[src/rtl/bmp_grayscale_stream_defines.svh]
// Assertion macros for the grayscale stream block.
`ifndef BMP_GRAYSCALE_STREAM_DEFINES_SVH
`define BMP_GRAYSCALE_STREAM_DEFINES_SVH

// Same-cycle implication, checked on the block clock outside reset.
`define BGS_ASSERT_SAME(label, ante, cons, msg) \
	label: assert property (@(posedge clk) disable iff (!arst_n) (ante) |-> (cons)) \
		else $error(msg);

// Next-cycle implication, checked on the block clock outside reset.
`define BGS_ASSERT_NEXT(label, ante, cons, msg) \
	label: assert property (@(posedge clk) disable iff (!arst_n) (ante) |=> (cons)) \
		else $error(msg);

`endif

[src/rtl/bgs_pkg.sv]
package bgs_pkg;

	localparam logic [31:0] HDR_MIN_END   = 32'd26;
	localparam logic [31:0] OFS_PIX_FIRST = 32'd10;
	localparam logic [31:0] OFS_PIX_LAST  = 32'd13;
	localparam logic [31:0] OFS_WID_FIRST = 32'd18;
	localparam logic [31:0] OFS_WID_LAST  = 32'd21;
	localparam logic [31:0] OFS_HGT_FIRST = 32'd22;
	localparam logic [31:0] OFS_HGT_LAST  = 32'd25;
	localparam logic [1:0]  LANE_BIAS     = 2'd2;

	// 0.21 / 0.72 / 0.07 in 8-bit fixed point, summing to 256
	localparam logic [15:0] W_RED   = 16'd54;
	localparam logic [15:0] W_GREEN = 16'd184;
	localparam logic [15:0] W_BLUE  = 16'd18;

	localparam logic [1:0] BIP_BLUE  = 2'd0;
	localparam logic [1:0] BIP_GREEN = 2'd1;
	localparam logic [1:0] BIP_RED   = 2'd2;

	localparam logic KIND_COPY = 1'b0;
	localparam logic KIND_GRAY = 1'b1;

	localparam logic [1:0] RUN_COPY = 2'd1;
	localparam logic [1:0] RUN_GRAY = 2'd3;

	typedef struct packed {
		logic       kind;
		logic [7:0] data;
		logic [7:0] green;
		logic [7:0] blue;
	} cmd_t;

	typedef struct packed {
		logic full;
		logic empty;
	} q_stat_t;

	function automatic logic [31:0] put_le_byte(input logic [31:0] word,
		input logic [1:0] lane, input logic [7:0] b);
		logic [31:0] res;
		res = word;
		case (lane)
			2'd0: res[7:0]   = b;
			2'd1: res[15:8]  = b;
			2'd2: res[23:16] = b;
			2'd3: res[31:24] = b;
			default: res = word;
		endcase
		return res;
	endfunction

endpackage

[src/rtl/bgs_in_if.sv]
interface bgs_in_if;
	logic       valid;
	logic       ready;
	logic [7:0] data_byte;
	logic       file_start;

	modport source (output valid, output data_byte, output file_start, input ready);
	modport sink (input valid, input data_byte, input file_start, output ready);
endinterface

[src/rtl/bgs_out_if.sv]
interface bgs_out_if;
	logic       valid;
	logic       ready;
	logic [7:0] out_byte;
	logic       last_of_run;

	modport source (output valid, output out_byte, output last_of_run, input ready);
	modport sink (input valid, input out_byte, input last_of_run, output ready);
endinterface

[src/rtl/bgs_front.sv]
module bgs_front
	import bgs_pkg::*;
(
	input  logic    clk,
	input  logic    arst_n,
	bgs_in_if.sink  src,
	input  q_stat_t q_stat,
	output logic    push,
	output cmd_t    push_cmd
);

	logic [31:0] off_q, pdo_q, width_q, height_q, col_q, row_q;
	logic [1:0]  bip_q, pad_q;
	logic [7:0]  blue_q, green_q;

	logic [31:0] e_off, e_pdo, e_width, e_height, e_col, e_row;
	logic [1:0]  e_bip, e_pad;
	logic [31:0] n_off, n_pdo, n_width, n_height, n_col, n_row;
	logic [1:0]  n_bip, n_pad;
	logic [7:0]  n_blue, n_green;
	logic [31:0] col_inc;
	logic [1:0]  lane;
	logic [7:0]  b;
	logic        accept;

	assign src.ready = !q_stat.full;
	assign accept    = src.valid && src.ready;
	assign b         = src.data_byte;

	assign e_off    = src.file_start ? '0 : off_q;
	assign e_pdo    = src.file_start ? '0 : pdo_q;
	assign e_width  = src.file_start ? '0 : width_q;
	assign e_height = src.file_start ? '0 : height_q;
	assign e_col    = src.file_start ? '0 : col_q;
	assign e_row    = src.file_start ? '0 : row_q;
	assign e_bip    = src.file_start ? BIP_BLUE : bip_q;
	assign e_pad    = src.file_start ? 2'd0 : pad_q;

	assign lane    = e_off[1:0] - LANE_BIAS;
	assign col_inc = e_col + 32'd1;

	always_comb begin
		n_off    = (e_off == '1) ? e_off : e_off + 32'd1;
		n_pdo    = e_pdo;
		n_width  = e_width;
		n_height = e_height;
		n_col    = e_col;
		n_row    = e_row;
		n_bip    = e_bip;
		n_pad    = e_pad;
		n_blue   = src.file_start ? 8'd0 : blue_q;
		n_green  = src.file_start ? 8'd0 : green_q;
		push     = 1'b0;
		push_cmd = '{kind: KIND_COPY, data: b, green: n_green, blue: n_blue};
		if (e_off < HDR_MIN_END || e_off < e_pdo) begin
			if (e_off >= OFS_PIX_FIRST && e_off <= OFS_PIX_LAST) begin
				n_pdo = put_le_byte(e_pdo, lane, b);
			end else if (e_off >= OFS_WID_FIRST && e_off <= OFS_WID_LAST) begin
				n_width = put_le_byte(e_width, lane, b);
			end else if (e_off >= OFS_HGT_FIRST && e_off <= OFS_HGT_LAST) begin
				n_height = put_le_byte(e_height, lane, b);
			end
			push = 1'b1;
		end else if (e_width == '0 || e_row >= e_height) begin
			push = 1'b0;
		end else if (e_pad != 2'd0) begin
			n_pad = e_pad - 2'd1;
			if (n_pad == 2'd0) begin
				n_row = e_row + 32'd1;
			end
			push = 1'b1;
		end else if (e_bip == BIP_BLUE) begin
			n_blue = b;
			n_bip  = BIP_GREEN;
		end else if (e_bip == BIP_GREEN) begin
			n_green = b;
			n_bip   = BIP_RED;
		end else begin
			n_bip         = BIP_BLUE;
			push          = 1'b1;
			push_cmd.kind = KIND_GRAY;
			if (col_inc >= e_width) begin
				n_col = '0;
				// row padding (4 - 3w mod 4) mod 4 reduces to w mod 4
				if (e_width[1:0] == 2'd0) begin
					n_row = e_row + 32'd1;
				end else begin
					n_pad = e_width[1:0];
				end
			end else begin
				n_col = col_inc;
			end
		end
	end

	always_ff @(posedge clk or negedge arst_n) begin
		if (!arst_n) begin
			off_q    <= '0;
			pdo_q    <= '0;
			width_q  <= '0;
			height_q <= '0;
			col_q    <= '0;
			row_q    <= '0;
			bip_q    <= BIP_BLUE;
			pad_q    <= 2'd0;
			blue_q   <= '0;
			green_q  <= '0;
		end else if (accept) begin
			off_q    <= n_off;
			pdo_q    <= n_pdo;
			width_q  <= n_width;
			height_q <= n_height;
			col_q    <= n_col;
			row_q    <= n_row;
			bip_q    <= n_bip;
			pad_q    <= n_pad;
			blue_q   <= n_blue;
			green_q  <= n_green;
		end
	end

endmodule

[src/rtl/bgs_queue.sv]
module bgs_queue
	import bgs_pkg::*;
#(
	parameter int DEPTH = 4
) (
	input  logic    clk,
	input  logic    arst_n,
	input  logic    push,
	input  cmd_t    push_cmd,
	input  logic    pop,
	output cmd_t    head,
	output q_stat_t q_stat
);

	localparam int PW = (DEPTH > 1) ? $clog2(DEPTH) : 1;
	localparam int CW = $clog2(DEPTH + 1);
	localparam logic [PW-1:0] LAST_PTR = PW'(DEPTH - 1);

	cmd_t          mem_q [DEPTH];
	logic [PW-1:0] wr_ptr_q, rd_ptr_q;
	logic [CW-1:0] cnt_q;
	logic          do_push, do_pop;

	assign q_stat.full  = (cnt_q == CW'(DEPTH));
	assign q_stat.empty = (cnt_q == '0);
	assign head         = mem_q[rd_ptr_q];
	assign do_push      = push && !q_stat.full;
	assign do_pop       = pop && !q_stat.empty;

	always_ff @(posedge clk) begin
		if (do_push) begin
			mem_q[wr_ptr_q] <= push_cmd;
		end
	end

	always_ff @(posedge clk or negedge arst_n) begin
		if (!arst_n) begin
			wr_ptr_q <= '0;
			rd_ptr_q <= '0;
			cnt_q    <= '0;
		end else begin
			if (do_push) begin
				wr_ptr_q <= (wr_ptr_q == LAST_PTR) ? '0 : wr_ptr_q + PW'(1);
			end
			if (do_pop) begin
				rd_ptr_q <= (rd_ptr_q == LAST_PTR) ? '0 : rd_ptr_q + PW'(1);
			end
			case ({do_push, do_pop})
				2'b10:   cnt_q <= cnt_q + CW'(1);
				2'b01:   cnt_q <= cnt_q - CW'(1);
				default: cnt_q <= cnt_q;
			endcase
		end
	end

endmodule

[src/rtl/bgs_back.sv]
module bgs_back
	import bgs_pkg::*;
(
	input  logic     clk,
	input  logic     arst_n,
	input  cmd_t     head,
	input  q_stat_t  q_stat,
	output logic     pop,
	bgs_out_if.source dst
);

	logic [1:0]  cnt_q;
	logic [7:0]  val_q;
	logic [15:0] weighted;
	logic [7:0]  gray;

	assign weighted = {8'd0, head.data} * W_RED + {8'd0, head.green} * W_GREEN
		+ {8'd0, head.blue} * W_BLUE;
	assign gray     = weighted[15:8];

	assign dst.valid       = (cnt_q != 2'd0);
	assign dst.out_byte    = val_q;
	assign dst.last_of_run = (cnt_q == 2'd1);

	assign pop = !q_stat.empty && (cnt_q == 2'd0 || (cnt_q == 2'd1 && dst.ready));

	always_ff @(posedge clk) begin
		if (pop) begin
			val_q <= (head.kind == KIND_GRAY) ? gray : head.data;
		end
	end

	always_ff @(posedge clk or negedge arst_n) begin
		if (!arst_n) begin
			cnt_q <= 2'd0;
		end else if (pop) begin
			cnt_q <= (head.kind == KIND_GRAY) ? RUN_GRAY : RUN_COPY;
		end else if (dst.valid && dst.ready) begin
			cnt_q <= cnt_q - 2'd1;
		end
	end

endmodule

[src/rtl/bmp_grayscale_stream.sv]
// Path: a copied byte is written into the command queue, then loaded into the output
// register and offered at dst; a red byte starts its three gray bytes by the same path.
// Throughput: one src transaction per cycle while the command queue has room; each
// red byte holds the output register for its three gray bytes, blue and green bytes none.
// Reset (arst_n low): all header, position and pixel state clears, queue empties.
`include "bmp_grayscale_stream_defines.svh"

module bmp_grayscale_stream
	import bgs_pkg::*;
#(
	parameter int QDEPTH = 4
) (
	input  logic      clk,
	input  logic      arst_n,
	bgs_in_if.sink    src,
	bgs_out_if.source dst
);

	q_stat_t q_stat;
	cmd_t    push_cmd;
	cmd_t    head;
	logic    push;
	logic    pop;

	bgs_front u_front (
		.clk      (clk),
		.arst_n   (arst_n),
		.src      (src),
		.q_stat   (q_stat),
		.push     (push),
		.push_cmd (push_cmd)
	);

	bgs_queue #(
		.DEPTH (QDEPTH)
	) u_queue (
		.clk      (clk),
		.arst_n   (arst_n),
		.push     (push && src.valid && src.ready),
		.push_cmd (push_cmd),
		.pop      (pop),
		.head     (head),
		.q_stat   (q_stat)
	);

	bgs_back u_back (
		.clk    (clk),
		.arst_n (arst_n),
		.head   (head),
		.q_stat (q_stat),
		.pop    (pop),
		.dst    (dst)
	);

	`BGS_ASSERT_NEXT(a_gray_run_holds, dst.valid && dst.ready && !dst.last_of_run, dst.valid && $stable(dst.out_byte), "gray run broken")
	`BGS_ASSERT_NEXT(a_push_lands, push && src.valid && src.ready, !q_stat.empty || dst.valid, "queued transaction lost")
	`BGS_ASSERT_SAME(a_stall_full, !src.ready, q_stat.full, "input stalled without full queue")

endmodule
[src/flat_wrapper.sv]
// flat-port wrapper written by rule: the top's interface ports become plain ports
module bmp_grayscale_stream_flat import bgs_pkg::*;
#(
	parameter int QDEPTH = 4
)
  (clk, arst_n, src_valid, src_data_byte, src_file_start, src_ready, dst_valid, dst_out_byte, dst_last_of_run, dst_ready);
  bgs_in_if src_i ();
  bgs_out_if dst_i ();
  input  logic clk;
  input  logic arst_n;
  input wire logic [$bits(src_i.valid)-1:0] src_valid;
  input wire logic [$bits(src_i.data_byte)-1:0] src_data_byte;
  input wire logic [$bits(src_i.file_start)-1:0] src_file_start;
  output wire logic [$bits(src_i.ready)-1:0] src_ready;
  output wire logic [$bits(dst_i.valid)-1:0] dst_valid;
  output wire logic [$bits(dst_i.out_byte)-1:0] dst_out_byte;
  output wire logic [$bits(dst_i.last_of_run)-1:0] dst_last_of_run;
  input wire logic [$bits(dst_i.ready)-1:0] dst_ready;
  assign src_i.valid = src_valid;
  assign src_i.data_byte = src_data_byte;
  assign src_i.file_start = src_file_start;
  assign src_ready = src_i.ready;
  assign dst_valid = dst_i.valid;
  assign dst_out_byte = dst_i.out_byte;
  assign dst_last_of_run = dst_i.last_of_run;
  assign dst_i.ready = dst_ready;
  bmp_grayscale_stream #(.QDEPTH(QDEPTH)) u_core (.clk(clk), .arst_n(arst_n), .src(src_i), .dst(dst_i));
endmodule
[config.mk]
export PLATFORM = sky130hd
export DESIGN_NAME = bmp_grayscale_stream_flat
export DESIGN_NICKNAME = d
export VERILOG_FILES = /design/src/rtl/bgs_pkg.sv /design/src/rtl/bgs_in_if.sv /design/src/rtl/bgs_out_if.sv /design/src/rtl/bgs_front.sv /design/src/rtl/bgs_queue.sv /design/src/rtl/bgs_back.sv /design/src/rtl/bmp_grayscale_stream.sv /design/src/flat_wrapper.sv
export VERILOG_INCLUDE_DIRS = /design/src /design/src/rtl
export SDC_FILE = /design/constraint.sdc
export NUM_CORES = 1
export LEC_CHECK = 0
export ABC_AREA = 0
export BUFFER_PORTS_ARGS = -buffer_cell sky130_fd_sc_hd__buf_4
export CORE_MARGIN = 2
export CORE_UTILIZATION = 23
export DETAILED_ROUTE_END_ITERATION = 16
export GPL_ROUTABILITY_DRIVEN = 0
export SYNTH_ARGS = -nofsm -noshare
export SYNTH_HDL_FRONTEND = slang
export SYNTH_SLANG_ARGS = --single-unit
[constraint.sdc]
create_clock -name clk -period 9.4 [get_ports clk]
set_clock_uncertainty 0.2 [all_clocks]
set_input_delay 0.94 -clock clk [delete_from_list [all_inputs] [get_ports clk]]
set_output_delay 0.94 -clock clk [all_outputs]
set_load 0.05 [all_outputs]
After elaboration in Yosys (flattened, before gate mapping) --
Memory sizes are Yosys's and may differ from the RTL's. Index checks and enable logic that the tools add are counted.
Storage, ports and cells: flip-flop bits (word level) 229, memory bits (writable) 100, bits of input ports 13, output and inout port bits 11, word-level logic and storage cells 163, memories 1
Operators by class: add/subtract/negate cells 12, multiply operators 3, magnitude comparators 10, equality and inequality tests 11, muxes and demuxes 84, reductions and logical operators 27
Memory list:
- u_core.u_queue.mem_q | words 4, bits a word 25, rd ports 1, clocked after memory_dff 0, wr ports 1, line bgs_queue.sv:19 | cmd_t mem_q [DEPTH];
Operators with widths (count):
- $mux 32 | 30
- $mux 8 | 24
- $add 32x1->32 const B | 3
- $ge 32x32->1 | 2
- $ge 32x5->1 const B | 2
- $le 32x5->1 const B | 2
- $mux 2 | 19
- $eq 32x32->1 const B | 1
- $ge 32x4->1 const B | 1
- $le 32x4->1 const B | 1
- $logic_not 32->1 | 1
- $lt 32x32->1 | 1
- $lt 32x5->1 const B | 1
- $mul 8x5->13 const B | 2
- $add 14x16->16 | 1
- $add 16x13->16 | 1
- $mul 8x4->12 const B | 1
- $logic_and 1x1->1 | 11
- $eq 2x2->1 const B | 5
- $logic_not 2->1 | 5
- $mux 1 | 10
- $eq 2x1->1 const B | 4
- $reduce_bool 2->1 | 4
- $pmux 3 s2 | 1
- other kinds (9) | 14

Longest topological paths before layout --
depth in word-level cells 12, mapped depth 26

By module --
From an unflattened synthesis, not the netlist that was laid out.
Second synthesis, totals: cell total of the unflattened synthesis 2200, area total of the unflattened synthesis 21755.9 µm²
Modules (own cells, without submodules):
- bgs_front | instances 1, cells each 1662, area each 14435.1 µm²
- bgs_queue | instances 1, cells each 171, area each 4105.2 µm²
- bgs_back | instances 1, cells each 366, area each 3209.3 µm²
- bmp_grayscale_stream | instances 1, cells each 1, area each 6.3 µm²

Worst setup path after synthesis --
Ideal clock, no wire load.
kind register to register, from reg u_core.u_queue.rd_ptr_q[0], to reg u_core.u_back.val_q[5], in the netlist u_core.u_back.dst.out_byte[5], data pin, library setup time 0.255 ns, data arrival time 6.111 ns, setup slack 2.833 ns, stages on the path, launching flop included 23, period minus slack after synthesis 6.567 ns, path through dfrtp_1 -> buf_6 -> buf_2 -> buf_1 -> mux4_2 -> ha_1 -> fa_1 -> inv_1 -> fa_1 -> inv_1 -> ha_1 -> and2_1 -> a311oi_1 -> xor2_1 -> fa_1 -> inv_1 -> ha_1 -> and3_1 -> a21oi_1 -> o21ai_2 -> o21a_1 -> or3_1 -> a31o_1
On the way: word-level cells in the longest chain between the ends 5, elaborated cells on any way between the ends 7, classes of those cells 2 x add/sub; 3 x mul; 1 x mux; 1 x memory
Ends and longest elaborated chain:
- from (decl) | line bgs_queue.sv:20 | logic [PW-1:0] wr_ptr_q, rd_ptr_q;
- from (signal assigned) | line bgs_queue.sv:46 | rd_ptr_q <= (rd_ptr_q == LAST_PTR) ? '0 : rd_ptr_q + PW'(1);
- $mem_v2 4x25 *
- $mul 8x5->13 | line bgs_back.sv:17 | assign weighted = {8'd0, head.data} * W_RED + {8'd0, head.green} * W_GREEN
- $add 14x16->16 | line bgs_back.sv:17
- $add 16x13->16 | line bgs_back.sv:18 | + {8'd0, head.blue} * W_BLUE;
- $mux 8 * | line bgs_back.sv:29 | val_q <= (head.kind == KIND_GRAY) ? gray : head.data;
- to (signal assigned) | line bgs_back.sv:29
- to (decl) | line bgs_back.sv:13 | logic [7:0] val_q;
Mark *: on every way between the ends. The rest lies on a longest branch, timed or not. A chain may end at the register's enable or synchronous reset.

Worst setup path in the final report --
Same ends and word-level chain as after synthesis.

==> parameters.txt <==
Parameter                              Value

Min path
  Class of the worst hold path    primary input to asynchronous set/reset pin

GRT
  First-pass GRT wire length    93,900 um
  Via count of the first global-routing pass    16,552
  Pin count of the biggest net entering global routing    between 90 and 100
  Remaining global-route overflow    0
  Number of antenna violations at the first check in global routing    0
  GRT Util Overall    roughly an eighth

Setup path
  Largest stage delay on the critical path    0.72 ns
  Kind of start point of the critical path    flip-flop
  Cells along the critical path    mux4_2 > ha_1 > fa_1 > inv_1 > fa_1 > inv_1 > ha_1 > a21oi_1 > o21bai_1 > a21oi_1 > o21bai_1 > a21oi_1 > xor2_1 > fa_1 > inv_1 > ha_1 > and3_1 > a21oi_1 > o21ai_2 > o21a_1 > or3_1 > a31o_1
  Worst Path Class, Setup    flip-flop to flip-flop
  Required time of the critical path    9.51 ns
  Data arrival time at the worst-slack endpoint    6.73 ns
  Worst-path cell with the longest stage delay    sky130_fd_sc_hd__dfrtp_2
  Crit path top cell by count    sky130_fd_sc_hd__a21oi_1
  Kind of capture point of the worst setup path    flip-flop
  Largest fanout on the critical path    17

Floorplan
  Y dimension of the die    313 um
  Core region area    around 95,000 um^2
  FP Rows    113
  Area of the die    97,800 um^2
  Initial cell density of the core    23.1%
  Total I/O pin count    24
  Die outline width    roughly 310 um

Routing
  Number of remaining DRC errors    0
  Routed wire length    58,500 um
  Antenna viol nets, final    0
  Avg Vias per Cell    around 4.8
  Iteration-0 DRC Markers    1,405
  Pre-Repair DR Iteration Count    5
  Routed wire per std cell    16.7 um
  Number of vias after detailed routing    16,672

Synthesis
  Cell accounting for the most synthesized area    sky130_fd_sc_hd__dfrtp_1
  Mapped Nets    2,439
  Top FF cell, synth    sky130_fd_sc_hd__dfrtp_1
  Cells after synthesis    2,210
  Share of Yosys cell area claimed by the top area cell type    25.2%
  Number of enable flip-flop cells after synthesis    108
  Synth warnings    0
  Per-instance average area after synthesis    9.92 um^2
  Cell area after synthesis    21,900 um^2
  Count of state elements after synthesis    ~330
  Cell variety after synth    103
  Main area contributors after synthesis    sky130_fd_sc_hd__dfrtp_1, sky130_fd_sc_hd__edfxtp_1, sky130_fd_sc_hd__ha_1, sky130_fd_sc_hd__nand2_1, sky130_fd_sc_hd__mux2i_1
  Most common cell in the netlist    sky130_fd_sc_hd__nand2_1
  List of most frequent post-synthesis cells    sky130_fd_sc_hd__nand2_1, sky130_fd_sc_hd__dfrtp_1, sky130_fd_sc_hd__ha_1, sky130_fd_sc_hd__inv_1, sky130_fd_sc_hd__mux2i_1
  Fraction of registers with async set or reset after synthesis    67.2%
  Sequential cell area fraction in the yosys report    40.0%

Status
  Result of the run    finished clean

Layout
  Diodes inserted    0
  Non-Filler Instances    between 3,000 and 4,000
  Relative area change from synthesis to final layout    12.9%
  Area occupied by multi-input gates    12,300 um^2
  Final layout net count    2,428
  Fill cell total of the finished layout    between 10,000 and 15,000
  Register area    8770 um^2
  Share of cells above drive strength 1    under 10%

CTS
  Count of H-tree levels built during CTS    2
  CTS tree    done
  Maximum root-to-sink buffer count    3
  Cts repair resizes    0
  Buffers inserted by post-CTS timing repair    0
  Root Driver    sky130_fd_sc_hd__clkbuf_16
  Total CTS buffers    39
  Latest clock arrival within the worst-skew pair    0.58 ns
  Clock Sink Count    around 330
  Hold buffers post-CTS    0
  Worst-path clk slew    0.06 ns

Placed design
  Pre-CTS setup slack    2.72 ns
  Placed Cells incl. Taps    3,423
  Detailed Place HPWL    a little over 40,000 um
  Number of port buffers    23

Timing
  Pins over their slew limit    0
  Highest attainable clock frequency    151 MHz
  RSZ-0062 raised after global routing    no
  Share of the cycle needed by the critical path after routing    between 70% and 80%
  Setup-failing EPs final    0
  Hold_ws    0.209 ns
  Final Critical Period    6.62 ns
  Slew @ Worst Pin    1.00 ns
  Final setup margin    2.78 ns
  Max-slew headroom at the worst pin    33.2%
  Final sum of negative setup slack    0 ns
  Final-report hold violation count    0

Flow run
  Reported max-cap violation count    0
## worst paths after layout
path	startpoint	endpoint	slack (ns)	depth (start not counted)
worst max-delay path	u_core.u_queue.rd_ptr_q[0]	u_core.u_back.dst.out_byte[5]	2.78	22
worst min-delay path	arst_n	u_core.u_front.off_q[16]	0.21	1
worst max register to register	u_core.u_queue.rd_ptr_q[0]	u_core.u_back.dst.out_byte[5]	2.78	22
worst min register to register	u_core.u_back.cnt_q[1]	u_core.u_back.cnt_q[1]	0.27	2
max in group asynchronous	arst_n	u_core.u_queue.cnt_q[0]	7.33	2
min in group clk	u_core.u_back.cnt_q[1]	u_core.u_back.cnt_q[1]	0.27	2
## per-stage QoR
step	area [um^2]	util (%)
5_1_grt	24700	26.1
2_1_floorplan	21900	-
6_report	24700	26.1
3_5_place_dp	23400	24.8
4_1_cts	24700	26.1
3_3_place_gp	23400	24.8
## layer usage
metal	up-vias	global-route usage [%]	wire length, um
met1	8236	16.3	27000
met2	412	19.2	27200
met5	-	0	0
li1	7919	-	-
met4	0	3.65	1510
met3	105	1.61	2690
## kinds of logic (layout without fill, tap and decap cells)
group | count (synthesis) | after routing | share of synthesized area, %
AOI/OAI and AO/OA | 362 | 362 | 11.6
xor gates and xnor gates | 89 | 89 | 3.63
adders and majority gates | 216 | 216 | 13.3
buffers and inverters | 220 | 238 | 4.03
DFF | 329 | 329 | 40.0
muxes | 150 | 150 | 8.33
and+or+nand+nor | 844 | 844 | 19.0
## sequential cells by signal (all words and copies together), names as in the netlist, 32 cells and up
register,flops
u_core.u_front.off_q,32
u_core.u_front.width_q,32
u_core.u_front.col_q,32
u_core.u_front.height_q,32
u_core.u_front.pdo_q,32
u_core.u_front.row_q,32
u_core.u_queue.mem_q,100
## layout by cell type (no fill, tap or decap), drive strengths merged, types with 25 or more instances in the layout
cell      n
and3     26
nor2b    81
mux4     25
nor3     51
o21ai    72
clkbuf   50
a21oi    84
ha      187
nor2    111
xor2     43
edfxtp  108
mux2i   116
buf      47
dfrtp   221
nand2   357
fa       29
xnor2    45
nand3    73
inv     120
nor4     27
nand4    36
## worst max-delay path: cells and delay by family (launching register included)
kind                     cells  cell delay (ns)
adder cells (fa/ha/maj)      6             2.54
AO/OA/AOI/OAI                9             1.55
flip-flops                   1             0.72
multiplexers                 1             0.65
AND/OR/NAND/NOR              2             0.49
buffers and inverters        3             0.13
XOR/XNOR                     1             0.11
## final cells by class
class	count	share of cell area (%)
clock buffers	50	4.31
clock inverters	20	0.940
inverters	121	1.84
multi-input cells	1661	49.6
flip-flops and latches	329	35.5
well taps	1265	6.40
repair buffers	47	1.51
Power is left out: the tool's default activity adds up to more than one toggle a clock period on the data nets, which glitch-free logic cannot reach.
